**src/hcu_pkg.sv**
```systemverilog
// ---------------------------------------------------------------------------
// hcu_pkg
// Shared types, codes and constants of the hex code point UTF-16 encoder.
// ---------------------------------------------------------------------------
package hcu_pkg;

	localparam int MAX_DIGITS_DEF = 7;
	localparam int DIGIT_W        = 3;
	localparam int UNIT_W         = 16;
	localparam int CHAR_W         = 16;
	localparam int CP_W           = 28;

	localparam logic [CP_W-1:0]   CP_BMP_LO_MAX = 28'h000D7FF;
	localparam logic [CP_W-1:0]   CP_BMP_HI_MIN = 28'h000E000;
	localparam logic [CP_W-1:0]   CP_BMP_HI_MAX = 28'h000FFFF;
	localparam logic [CP_W-1:0]   CP_SUPP_MIN   = 28'h0010000;
	localparam logic [CP_W-1:0]   CP_SUPP_MAX   = 28'h010FFFF;
	localparam logic [UNIT_W-1:0] LEAD_BASE     = 16'hD800;
	localparam logic [UNIT_W-1:0] TRAIL_BASE    = 16'hDC00;
	localparam logic [UNIT_W-1:0] TEN_BIT_MASK  = 16'h03FF;
	// lead = D800 - (10000 >> 10) + (v >> 10)
	localparam logic [UNIT_W-1:0] SURR_LEAD_BIAS = LEAD_BASE - UNIT_W'(CP_SUPP_MIN >> 10);

	typedef enum logic [1:0] {
		OP_ENTER   = 2'd0,
		OP_CHAR    = 2'd1,
		OP_BKSP    = 2'd2,
		OP_CONVERT = 2'd3
	} op_t;

	typedef enum logic [1:0] {
		MODE_NORMAL  = 2'd0,
		MODE_ENTERED = 2'd1,
		MODE_HEX     = 2'd2
	} mode_t;

	typedef struct packed {
		logic [1:0]         mode;
		logic [DIGIT_W-1:0] digit_count;
		logic               accepted;
		logic               unit_valid;
		logic [UNIT_W-1:0]  code_unit;
		logic               bad_code_point;
		logic               last;
	} res_t;

	typedef struct packed {
		res_t              first;
		logic              pair;
		logic [UNIT_W-1:0] trail;
	} step_res_t;

	// returns {is_hex, digit}
	function automatic logic [4:0] hex_decode(input logic [CHAR_W-1:0] c);
		logic [4:0] r;
		r = 5'd0;
		if (c >= 16'h0030 && c <= 16'h0039) begin
			r = {1'b1, 4'(c - 16'h0030)};
		end else if (c >= 16'h0041 && c <= 16'h0046) begin
			r = {1'b1, 4'(c - 16'h0037)};
		end else if (c >= 16'h0061 && c <= 16'h0066) begin
			r = {1'b1, 4'(c - 16'h0057)};
		end
		return r;
	endfunction

endpackage

```
**src/hcu_key_if.sv**
```systemverilog
// ---------------------------------------------------------------------------
// hcu_key_if
// Keystroke channel: valid/ready handshake with opcode and character.
// ---------------------------------------------------------------------------
interface hcu_key_if;
	logic        valid;
	logic        ready;
	logic [1:0]  opcode;
	logic [15:0] char_code;

	modport source (output valid, output opcode, output char_code, input ready);
	modport sink   (input valid, input opcode, input char_code, output ready);
endinterface

```
**src/hcu_res_if.sv**
```systemverilog
// ---------------------------------------------------------------------------
// hcu_res_if
// Result channel: valid/ready handshake with entry status and UTF-16 unit.
// ---------------------------------------------------------------------------
interface hcu_res_if;
	logic        valid;
	logic        ready;
	logic [1:0]  mode;
	logic [2:0]  digit_count;
	logic        accepted;
	logic        unit_valid;
	logic [15:0] code_unit;
	logic        bad_code_point;
	logic        last;

	modport source (output valid, output mode, output digit_count, output accepted,
		output unit_valid, output code_unit, output bad_code_point, output last,
		input ready);
	modport sink   (input valid, input mode, input digit_count, input accepted,
		input unit_valid, input code_unit, input bad_code_point, input last,
		output ready);
endinterface

```
**src/hcu_step.sv**
```systemverilog
// ---------------------------------------------------------------------------
// hcu_step
// Combinational entry step: next mode, digit count and value, plus results.
// ---------------------------------------------------------------------------
module hcu_step
	import hcu_pkg::*;
#(
	parameter int MAX_DIGITS = MAX_DIGITS_DEF,
	localparam int VAL_W = 4 * MAX_DIGITS
) (
	input  op_t                 opcode,
	input  logic [CHAR_W-1:0]   char_code,
	input  mode_t               mode_cur,
	input  logic [DIGIT_W-1:0]  count_cur,
	input  logic [VAL_W-1:0]    value_cur,
	output mode_t               mode_nxt,
	output logic [DIGIT_W-1:0]  count_nxt,
	output logic [VAL_W-1:0]    value_nxt,
	output step_res_t           res
);

	logic [4:0]         hex;
	logic [CP_W-1:0]    cp;
	logic [CP_W-1:0]    shifted;
	logic [DIGIT_W-1:0] count_dec;
	logic               in_bmp;
	logic               in_supp;

	assign hex       = hex_decode(char_code);
	assign cp        = CP_W'(value_cur);
	assign shifted   = (cp << 4) | CP_W'(hex[3:0]);
	assign count_dec = count_cur - DIGIT_W'(1);
	assign in_bmp    = (cp <= CP_BMP_LO_MAX) || (cp >= CP_BMP_HI_MIN && cp <= CP_BMP_HI_MAX);
	assign in_supp   = (cp >= CP_SUPP_MIN) && (cp <= CP_SUPP_MAX);

	always_comb begin
		mode_nxt  = mode_cur;
		count_nxt = count_cur;
		value_nxt = value_cur;
		res       = '0;
		res.first.last = 1'b1;
		unique case (opcode)
			OP_ENTER: begin
				mode_nxt  = MODE_ENTERED;
				count_nxt = '0;
				value_nxt = '0;
			end
			OP_CHAR: begin
				if (mode_cur != MODE_NORMAL && hex[4] && count_cur < DIGIT_W'(MAX_DIGITS)) begin
					mode_nxt  = MODE_HEX;
					count_nxt = count_cur + DIGIT_W'(1);
					value_nxt = shifted[VAL_W-1:0];
					res.first.accepted = 1'b1;
				end
			end
			OP_BKSP: begin
				if (count_cur != '0) begin
					count_nxt = count_dec;
					value_nxt = value_cur >> 4;
					mode_nxt  = (count_dec == '0) ? MODE_ENTERED : MODE_HEX;
				end else begin
					mode_nxt  = MODE_NORMAL;
					count_nxt = '0;
					value_nxt = '0;
				end
			end
			OP_CONVERT: begin
				mode_nxt  = MODE_NORMAL;
				count_nxt = '0;
				value_nxt = '0;
				if (mode_cur != MODE_NORMAL) begin
					if (in_bmp) begin
						res.first.unit_valid = 1'b1;
						res.first.code_unit  = cp[UNIT_W-1:0];
					end else if (in_supp) begin
						res.first.unit_valid = 1'b1;
						res.first.code_unit  = SURR_LEAD_BIAS + UNIT_W'(cp[20:10]);
						res.first.last       = 1'b0;
						res.pair             = 1'b1;
						res.trail            = TRAIL_BASE | (UNIT_W'(cp[9:0]) & TEN_BIT_MASK);
					end else begin
						res.first.bad_code_point = 1'b1;
					end
				end
			end
			default: ;
		endcase
		// results report the state after the step
		res.first.mode        = mode_nxt;
		res.first.digit_count = count_nxt;
	end

endmodule

```
**src/hcu_out_stage.sv**
```systemverilog
// ---------------------------------------------------------------------------
// hcu_out_stage
// Result register; sends the trail unit of a surrogate pair one transfer later.
// ---------------------------------------------------------------------------
module hcu_out_stage
	import hcu_pkg::*;
(
	input  logic       clk,
	input  logic       arst_n,
	input  logic       load,
	input  step_res_t  step_res,
	output logic       free,
	hcu_res_if.source  res
);

	logic              valid_q;
	logic              pend_q;
	res_t              item_q;
	logic [UNIT_W-1:0] trail_q;
	logic              xfer;

	assign xfer = valid_q && res.ready;
	assign free = !valid_q || (res.ready && !pend_q);

	always_ff @(posedge clk or negedge arst_n) begin
		if (!arst_n) begin
			valid_q <= 1'b0;
			pend_q  <= 1'b0;
		end else if (load) begin
			valid_q <= 1'b1;
			pend_q  <= step_res.pair;
		end else if (xfer) begin
			if (pend_q) begin
				pend_q <= 1'b0;
			end else begin
				valid_q <= 1'b0;
			end
		end
	end

	always_ff @(posedge clk) begin
		if (load) begin
			item_q  <= step_res.first;
			trail_q <= step_res.trail;
		end else if (xfer && pend_q) begin
			item_q.code_unit <= trail_q;
			item_q.last      <= 1'b1;
		end
	end

	assign res.valid          = valid_q;
	assign res.mode           = item_q.mode;
	assign res.digit_count    = item_q.digit_count;
	assign res.accepted       = item_q.accepted;
	assign res.unit_valid     = item_q.unit_valid;
	assign res.code_unit      = item_q.code_unit;
	assign res.bad_code_point = item_q.bad_code_point;
	assign res.last           = item_q.last;

endmodule

```
**src/hex_codepoint_entry_utf16_encoder_top.sv**
```systemverilog
// ---------------------------------------------------------------------------
// hex_codepoint_entry_utf16_encoder_top
// Hex code point entry machine with UTF-16 encoding of the entered value.
// ---------------------------------------------------------------------------
// Keystrokes arrive on the key channel (enter, character, backspace, convert)
// and land in an input register. Combinational logic then updates mode, digit
// count and value and builds the result, which the result register holds on
// the res channel. Every keystroke gives one result transfer, except a
// convert of a supplementary code point, which gives lead then trail.
// A result passes from the input register through the step logic into the
// result register, which presents it on res.
// Throughput: one keystroke per cycle while res is ready; a surrogate pair
// holds the result register for two transfers, so the next keystroke waits.
// When res is stalled the result register holds, the input register fills,
// and key.ready drops until the result moves on.
// Reset clears the valid flags of both registers and returns the machine to
// normal mode with no digits; no transfer is pending after reset.
// ---------------------------------------------------------------------------
module hex_codepoint_entry_utf16_encoder_top
	import hcu_pkg::*;
#(
	parameter int MAX_DIGITS = MAX_DIGITS_DEF
) (
	input logic       clk,
	input logic       arst_n,
	hcu_key_if.sink   key,
	hcu_res_if.source res
);

	localparam int VAL_W = 4 * MAX_DIGITS;

	logic               valid_s1;
	op_t                opcode_s1;
	logic [CHAR_W-1:0]  char_s1;
	mode_t              mode_q;
	logic [DIGIT_W-1:0] count_q;
	logic [VAL_W-1:0]   value_q;
	mode_t              mode_nxt;
	logic [DIGIT_W-1:0] count_nxt;
	logic [VAL_W-1:0]   value_nxt;
	step_res_t          step_res;
	logic               out_free;
	logic               advance;

	assign advance   = valid_s1 && out_free;
	assign key.ready = !valid_s1 || advance;

	always_ff @(posedge clk or negedge arst_n) begin
		if (!arst_n) begin
			valid_s1 <= 1'b0;
		end else if (key.ready) begin
			valid_s1 <= key.valid;
		end
	end

	always_ff @(posedge clk) begin
		if (key.valid && key.ready) begin
			opcode_s1 <= op_t'(key.opcode);
			char_s1   <= key.char_code;
		end
	end

	// entry state moves when the keystroke moves into the result register
	always_ff @(posedge clk or negedge arst_n) begin
		if (!arst_n) begin
			mode_q  <= MODE_NORMAL;
			count_q <= '0;
			value_q <= '0;
		end else if (advance) begin
			mode_q  <= mode_nxt;
			count_q <= count_nxt;
			value_q <= value_nxt;
		end
	end

	hcu_step #(
		.MAX_DIGITS (MAX_DIGITS)
	) u_step (
		.opcode    (opcode_s1),
		.char_code (char_s1),
		.mode_cur  (mode_q),
		.count_cur (count_q),
		.value_cur (value_q),
		.mode_nxt  (mode_nxt),
		.count_nxt (count_nxt),
		.value_nxt (value_nxt),
		.res       (step_res)
	);

	hcu_out_stage u_out (
		.clk      (clk),
		.arst_n   (arst_n),
		.load     (advance),
		.step_res (step_res),
		.free     (out_free),
		.res      (res)
	);

	a_count_limit: assert property (@(posedge clk) disable iff (!arst_n)
		count_q <= DIGIT_W'(MAX_DIGITS))
		else $error("digit count above limit");

	a_normal_empty: assert property (@(posedge clk) disable iff (!arst_n)
		mode_q == MODE_NORMAL |-> count_q == '0 && value_q == '0)
		else $error("normal mode holds digits");

	a_unit_or_flag: assert property (@(posedge clk) disable iff (!arst_n)
		res.valid && res.unit_valid |-> !res.bad_code_point && !res.accepted)
		else $error("unit emitted together with flag or digit accept");

	a_lead_first: assert property (@(posedge clk) disable iff (!arst_n)
		res.valid && !res.last |-> res.unit_valid && res.code_unit[15:10] == 6'b110110)
		else $error("non-final result is not a lead surrogate");

	a_trail_follows: assert property (@(posedge clk) disable iff (!arst_n)
		res.valid && res.ready && !res.last |=> res.valid && res.last
			&& res.code_unit[15:10] == 6'b110111)
		else $error("lead surrogate not followed by trail");

endmodule
```
**src/flat_wrapper.sv**
```systemverilog
// flat-port wrapper written by rule: the top's interface ports become plain ports
module hex_codepoint_entry_utf16_encoder_top_flat import hcu_pkg::*;
#(
	parameter int MAX_DIGITS = MAX_DIGITS_DEF
)
  (clk, arst_n, key_valid, key_opcode, key_char_code, key_ready, res_valid, res_mode, res_digit_count, res_accepted, res_unit_valid, res_code_unit, res_bad_code_point, res_last, res_ready);
  hcu_key_if key_i ();
  hcu_res_if res_i ();
  input logic clk;
  input logic arst_n;
  input wire logic [$bits(key_i.valid)-1:0] key_valid;
  input wire logic [$bits(key_i.opcode)-1:0] key_opcode;
  input wire logic [$bits(key_i.char_code)-1:0] key_char_code;
  output wire logic [$bits(key_i.ready)-1:0] key_ready;
  output wire logic [$bits(res_i.valid)-1:0] res_valid;
  output wire logic [$bits(res_i.mode)-1:0] res_mode;
  output wire logic [$bits(res_i.digit_count)-1:0] res_digit_count;
  output wire logic [$bits(res_i.accepted)-1:0] res_accepted;
  output wire logic [$bits(res_i.unit_valid)-1:0] res_unit_valid;
  output wire logic [$bits(res_i.code_unit)-1:0] res_code_unit;
  output wire logic [$bits(res_i.bad_code_point)-1:0] res_bad_code_point;
  output wire logic [$bits(res_i.last)-1:0] res_last;
  input wire logic [$bits(res_i.ready)-1:0] res_ready;
  assign key_i.valid = key_valid;
  assign key_i.opcode = key_opcode;
  assign key_i.char_code = key_char_code;
  assign key_ready = key_i.ready;
  assign res_valid = res_i.valid;
  assign res_mode = res_i.mode;
  assign res_digit_count = res_i.digit_count;
  assign res_accepted = res_i.accepted;
  assign res_unit_valid = res_i.unit_valid;
  assign res_code_unit = res_i.code_unit;
  assign res_bad_code_point = res_i.bad_code_point;
  assign res_last = res_i.last;
  assign res_i.ready = res_ready;
  hex_codepoint_entry_utf16_encoder_top #(.MAX_DIGITS(MAX_DIGITS)) u_core (.clk(clk), .arst_n(arst_n), .key(key_i), .res(res_i));
endmodule
```
**config.mk**
```make
export PLATFORM = sky130hd
export DESIGN_NAME = hex_codepoint_entry_utf16_encoder_top_flat
export DESIGN_NICKNAME = d
export VERILOG_FILES = /design/src/hcu_pkg.sv /design/src/hcu_key_if.sv /design/src/hcu_res_if.sv /design/src/hcu_step.sv /design/src/hcu_out_stage.sv /design/src/hex_codepoint_entry_utf16_encoder_top.sv /design/src/flat_wrapper.sv
export SDC_FILE = /design/constraint.sdc
export NUM_CORES = 1
export LEC_CHECK = 0
export BUFFER_PORTS_ARGS = -buffer_cell sky130_fd_sc_hd__buf_4
export CORE_ASPECT_RATIO = 0.75
export CORE_MARGIN = 2
export CORE_UTILIZATION = 48
export DETAILED_ROUTE_END_ITERATION = 8
export PLACE_DENSITY = 0.76
export RECOVER_POWER = 100
export SYNTH_ARGS = -nofsm -noshare
export SYNTH_HDL_FRONTEND = slang
export SYNTH_SLANG_ARGS = --single-unit
```
**constraint.sdc**
```tcl
create_clock -name clk -period 3.3 [get_ports clk]
set_input_delay 0.33 -clock clk [delete_from_list [all_inputs] [get_ports clk]]
set_output_delay 0.33 -clock clk [all_outputs]
set_load 0.05 [all_outputs]
```
==> flow_summary.yaml <==
sta:
  slew_headroom_pct: -37.9
  grt_setup_unrepaired: "no"
  finalCriticalPeriod_ns: 2.90
  tightest_slew_ns: 2.07
  finClkSkew_ns: 0.00773
  fin_tns_setup_ns: 0
  final.period_utilization_pct: 87.8
  fmax_mhz: 345
  setup_viol: 0
  layout_setup_ws_ns: 0.402
  finalMaxSlewViolations: 37
  hold_viol_final: 0
  whs_ns: 0.178
placed_design:
  port_buffers: 48
  gp_congestion: 0.962
  dp_hpwl_um: 7080
  place_ws_ns: 0.606
critical_path:
  cp.required_ns: 3.39
  crit_path_top_delay_cell: "or4_1"
  path_max_fanout: 13
  worst_setup_path_start_kind: "flip-flop"
  worstPathBufferInverterCount: 0
  max_stage_delay_ns: 0.55
  crit_start: "u_core.value_q[25]"
  reg2reg_to: "u_core.u_out.res.last"
  path_common_cell: "or2_2"
  critical_path_class: "flip-flop to flip-flop"
  worstReg2RegStart: "u_core.value_q[25]"
  end_kind: "flip-flop"
  cp-endpoint: "u_core.u_out.res.last"
  critical_path_depth: 5
  r2r_cells: 5
  crit_chain: "or4_1 > or2_2 > nor3_1 > nand3_1 > or2_2"
  r2r_setup_slack_ns: 0.40
  cp_top_family: "simple AND/OR/NAND/NOR gates"
  arrival_ns: 2.99
detailed_routing:
  routedWlPerCell_um: 18.8
  dr.pass1.iters: 5
  drt_iter0_drc: 301
  drt_wl_total_um: 10400
  via_per_inst: 6.02
  vias: 3323
  drc_errors: 0
  ant_nets: 0
yosys:
  syn-num-nets: 403
  synth_edf_count: 54
  synth_top_area_share_pct: 36.2
  async_flop_share_pct: 40.0
  yosysMostFrequentCell: "edfxtp_1"
  synth_flop_cell: "edfxtp_1"
  synth_top_area_cell: "edfxtp_1"
  yosys_warnings: 0
  synth_seq_cells: 90
  synth_commonest_cells: "edfxtp_1, dfrtp_1, inv_1"
  yosysSeqAreaShare_pct: 56.2
  netlist_area_um2: 4490
  ys_types: 61
  synth.area.top_cells: "edfxtp_1, dfrtp_1, mux2_4"
  syn_inst: 371
  postSynthAreaPerCell_um2: 12.1
clocking:
  clockBufferDepth: 2
  cts_max_level: 3
  clockRootBuffer: "clkbuf_16"
  cts_tree: "done"
  postCtsSetupRepairBufs: 0
  cts_resized: 0
  clock_latency_ns: 0.35
  clkTransAtPathRegs_ns: 0.06
  clock-sinks: 90
  holdBufCountCts: 1
  cts_buffers: 9
grt:
  grt_pass1_vias: 3191
  grt_pass1_wl_um: 16800
  gr-total-overflow: 0
  grt_max_degree: 37
  grt_use_total_pct: 21.9
  antenna_found_initial: 0
finish:
  n_antenna_cell: 0
  nFillCells: 814
  multi_input_area_um2: 1690
  area_growth_pct: 13.6
  seqCellArea_um2: 2520
  nets: 451
  drive_gt1_share_pct: 13.2
floorplan:
  dieArea_um2: 10100
  placementRows: 30
  die_h_um: 87.7
  boundaryPins: 49
  initial_core_util_pct: 49.4
  core_region_area_um2: 9080
  die_w_um: 116
outcome:
  violations: "max-capacitance violations, max-slew violations"
  outcome: "complete, but fails checks"
flow_run:
  maxCapViolations: 1
power_and_ir_drop:
  ir_drop_mv: 0.423
  leakage_nw: 1.98
  p_per_area_nw_per_um2: 539
hold_path:
  hp-class: "primary input to flip-flop"
[stage by stage]
step / instance area (µm²) / instances / utilization [%] / power, W
3_3_place_gp: 4950 / 535 / 54.5 / 0.00170
4_1_cts: 5280 / 552 / 58.1 / 0.00280
5_1_grt: 5090 / 552 / 56.1 / 0.00285
3_5_place_dp: 4950 / 535 / 54.5 / 0.00170
2_1_floorplan: 4490 / 371 / - / 0.00159
6_report: 5090 / 552 / 56.1 / 0.00275
[flip-flops by register name, summed over array words and instances, names as in the netlist, 2 cells and up]
register and flops:
u_core.u_out.res.digit_count 3, u_core.mode_q 2, u_core.u_out.res.mode 2, u_core.opcode_s1 2, u_core.char_s1 16, u_core.value_q 28, u_core.u_out.trail_q 11, u_core.u_out.res.code_unit 16
u_core.count_q 3
[cell families after synthesis]
logic type               after synthesis  synth area share [%]
AO/OA/AOI/OAI                         99                  15.9
AND/OR/NAND/NOR                       98                  12.1
flip-flops                            90                  56.2
buffers and inverters                 45                  4.52
multiplexers                          25                  7.64
adder cells (fa/ha/maj)               10                  2.79
XOR/XNOR                               4                 0.781
[how the worst min path moves through the flow]
stage | start | endpoint | slack [ns] | cells after the start
after detailed placement | arst_n | u_core.value_q[27] | 0.33 | 1
after global placement | arst_n | u_core.mode_q[1] | 0.32 | 1
final | key_char_code[4] | u_core.char_s1[4] | 0.18 | 1
after global routing | key_char_code[1] | u_core.char_s1[1] | 0.17 | 1
after CTS | key_char_code[4] | u_core.char_s1[4] | 0.15 | 1
after floorplan | arst_n | u_core.count_q[0] | 0.03 | 0
[final cells by class]
cell class / instances / area share (%)
clock inverters: 5 / 1.52
clock buffers: 11 / 4.77
flip-flops and latches: 90 / 49.5
inverters: 27 / 1.99
repair buffers: 55 / 5.94
multi-input cells: 236 / 33.1
well taps: 128 / 3.14
[cell usage in the layout (no fill, tap or decap), types with 4 or more instances in the layout]
cell type / n
buf_4: 6
clkbuf_4: 18
nor3_1: 8
nand2_1: 20
a31oi_1: 6
a32oi_1: 10
xnor2_1: 4
clkbuf_16: 9
a21oi_1: 11
o31ai_1: 12
ha_1: 10
inv_1: 27
nand2b_1: 4
mux2_1: 17
clkbuf_1: 31
o22ai_1: 17
nand4_1: 4
a22o_1: 4
a32o_1: 4
dfrtp_1: 36
nand3_1: 4
nor4_1: 6
nor2_1: 22
o21ai_0: 14
edfxtp_1: 54
mux2_2: 6
[per-layer routing]
metal / GRT usage (%) / part of all wire, % / wire length, µm
met5: 0 / 0 / 0
met2: 31.6 / 43 / 4440
met3: 7.68 / 11 / 1150
met1: 30.9 / 44 / 4620
met4: 7.58 / 1.9 / 195
[report_power, final]
part	switching (W)	total, W	internal (W)
combinational	0.000261	0.000354	0.0000929
sequential	0.0000287	0.00130	0.00127
clock	0.000412	0.00109	0.000681
No activity file was read; power rests on OpenSTA's default activity.
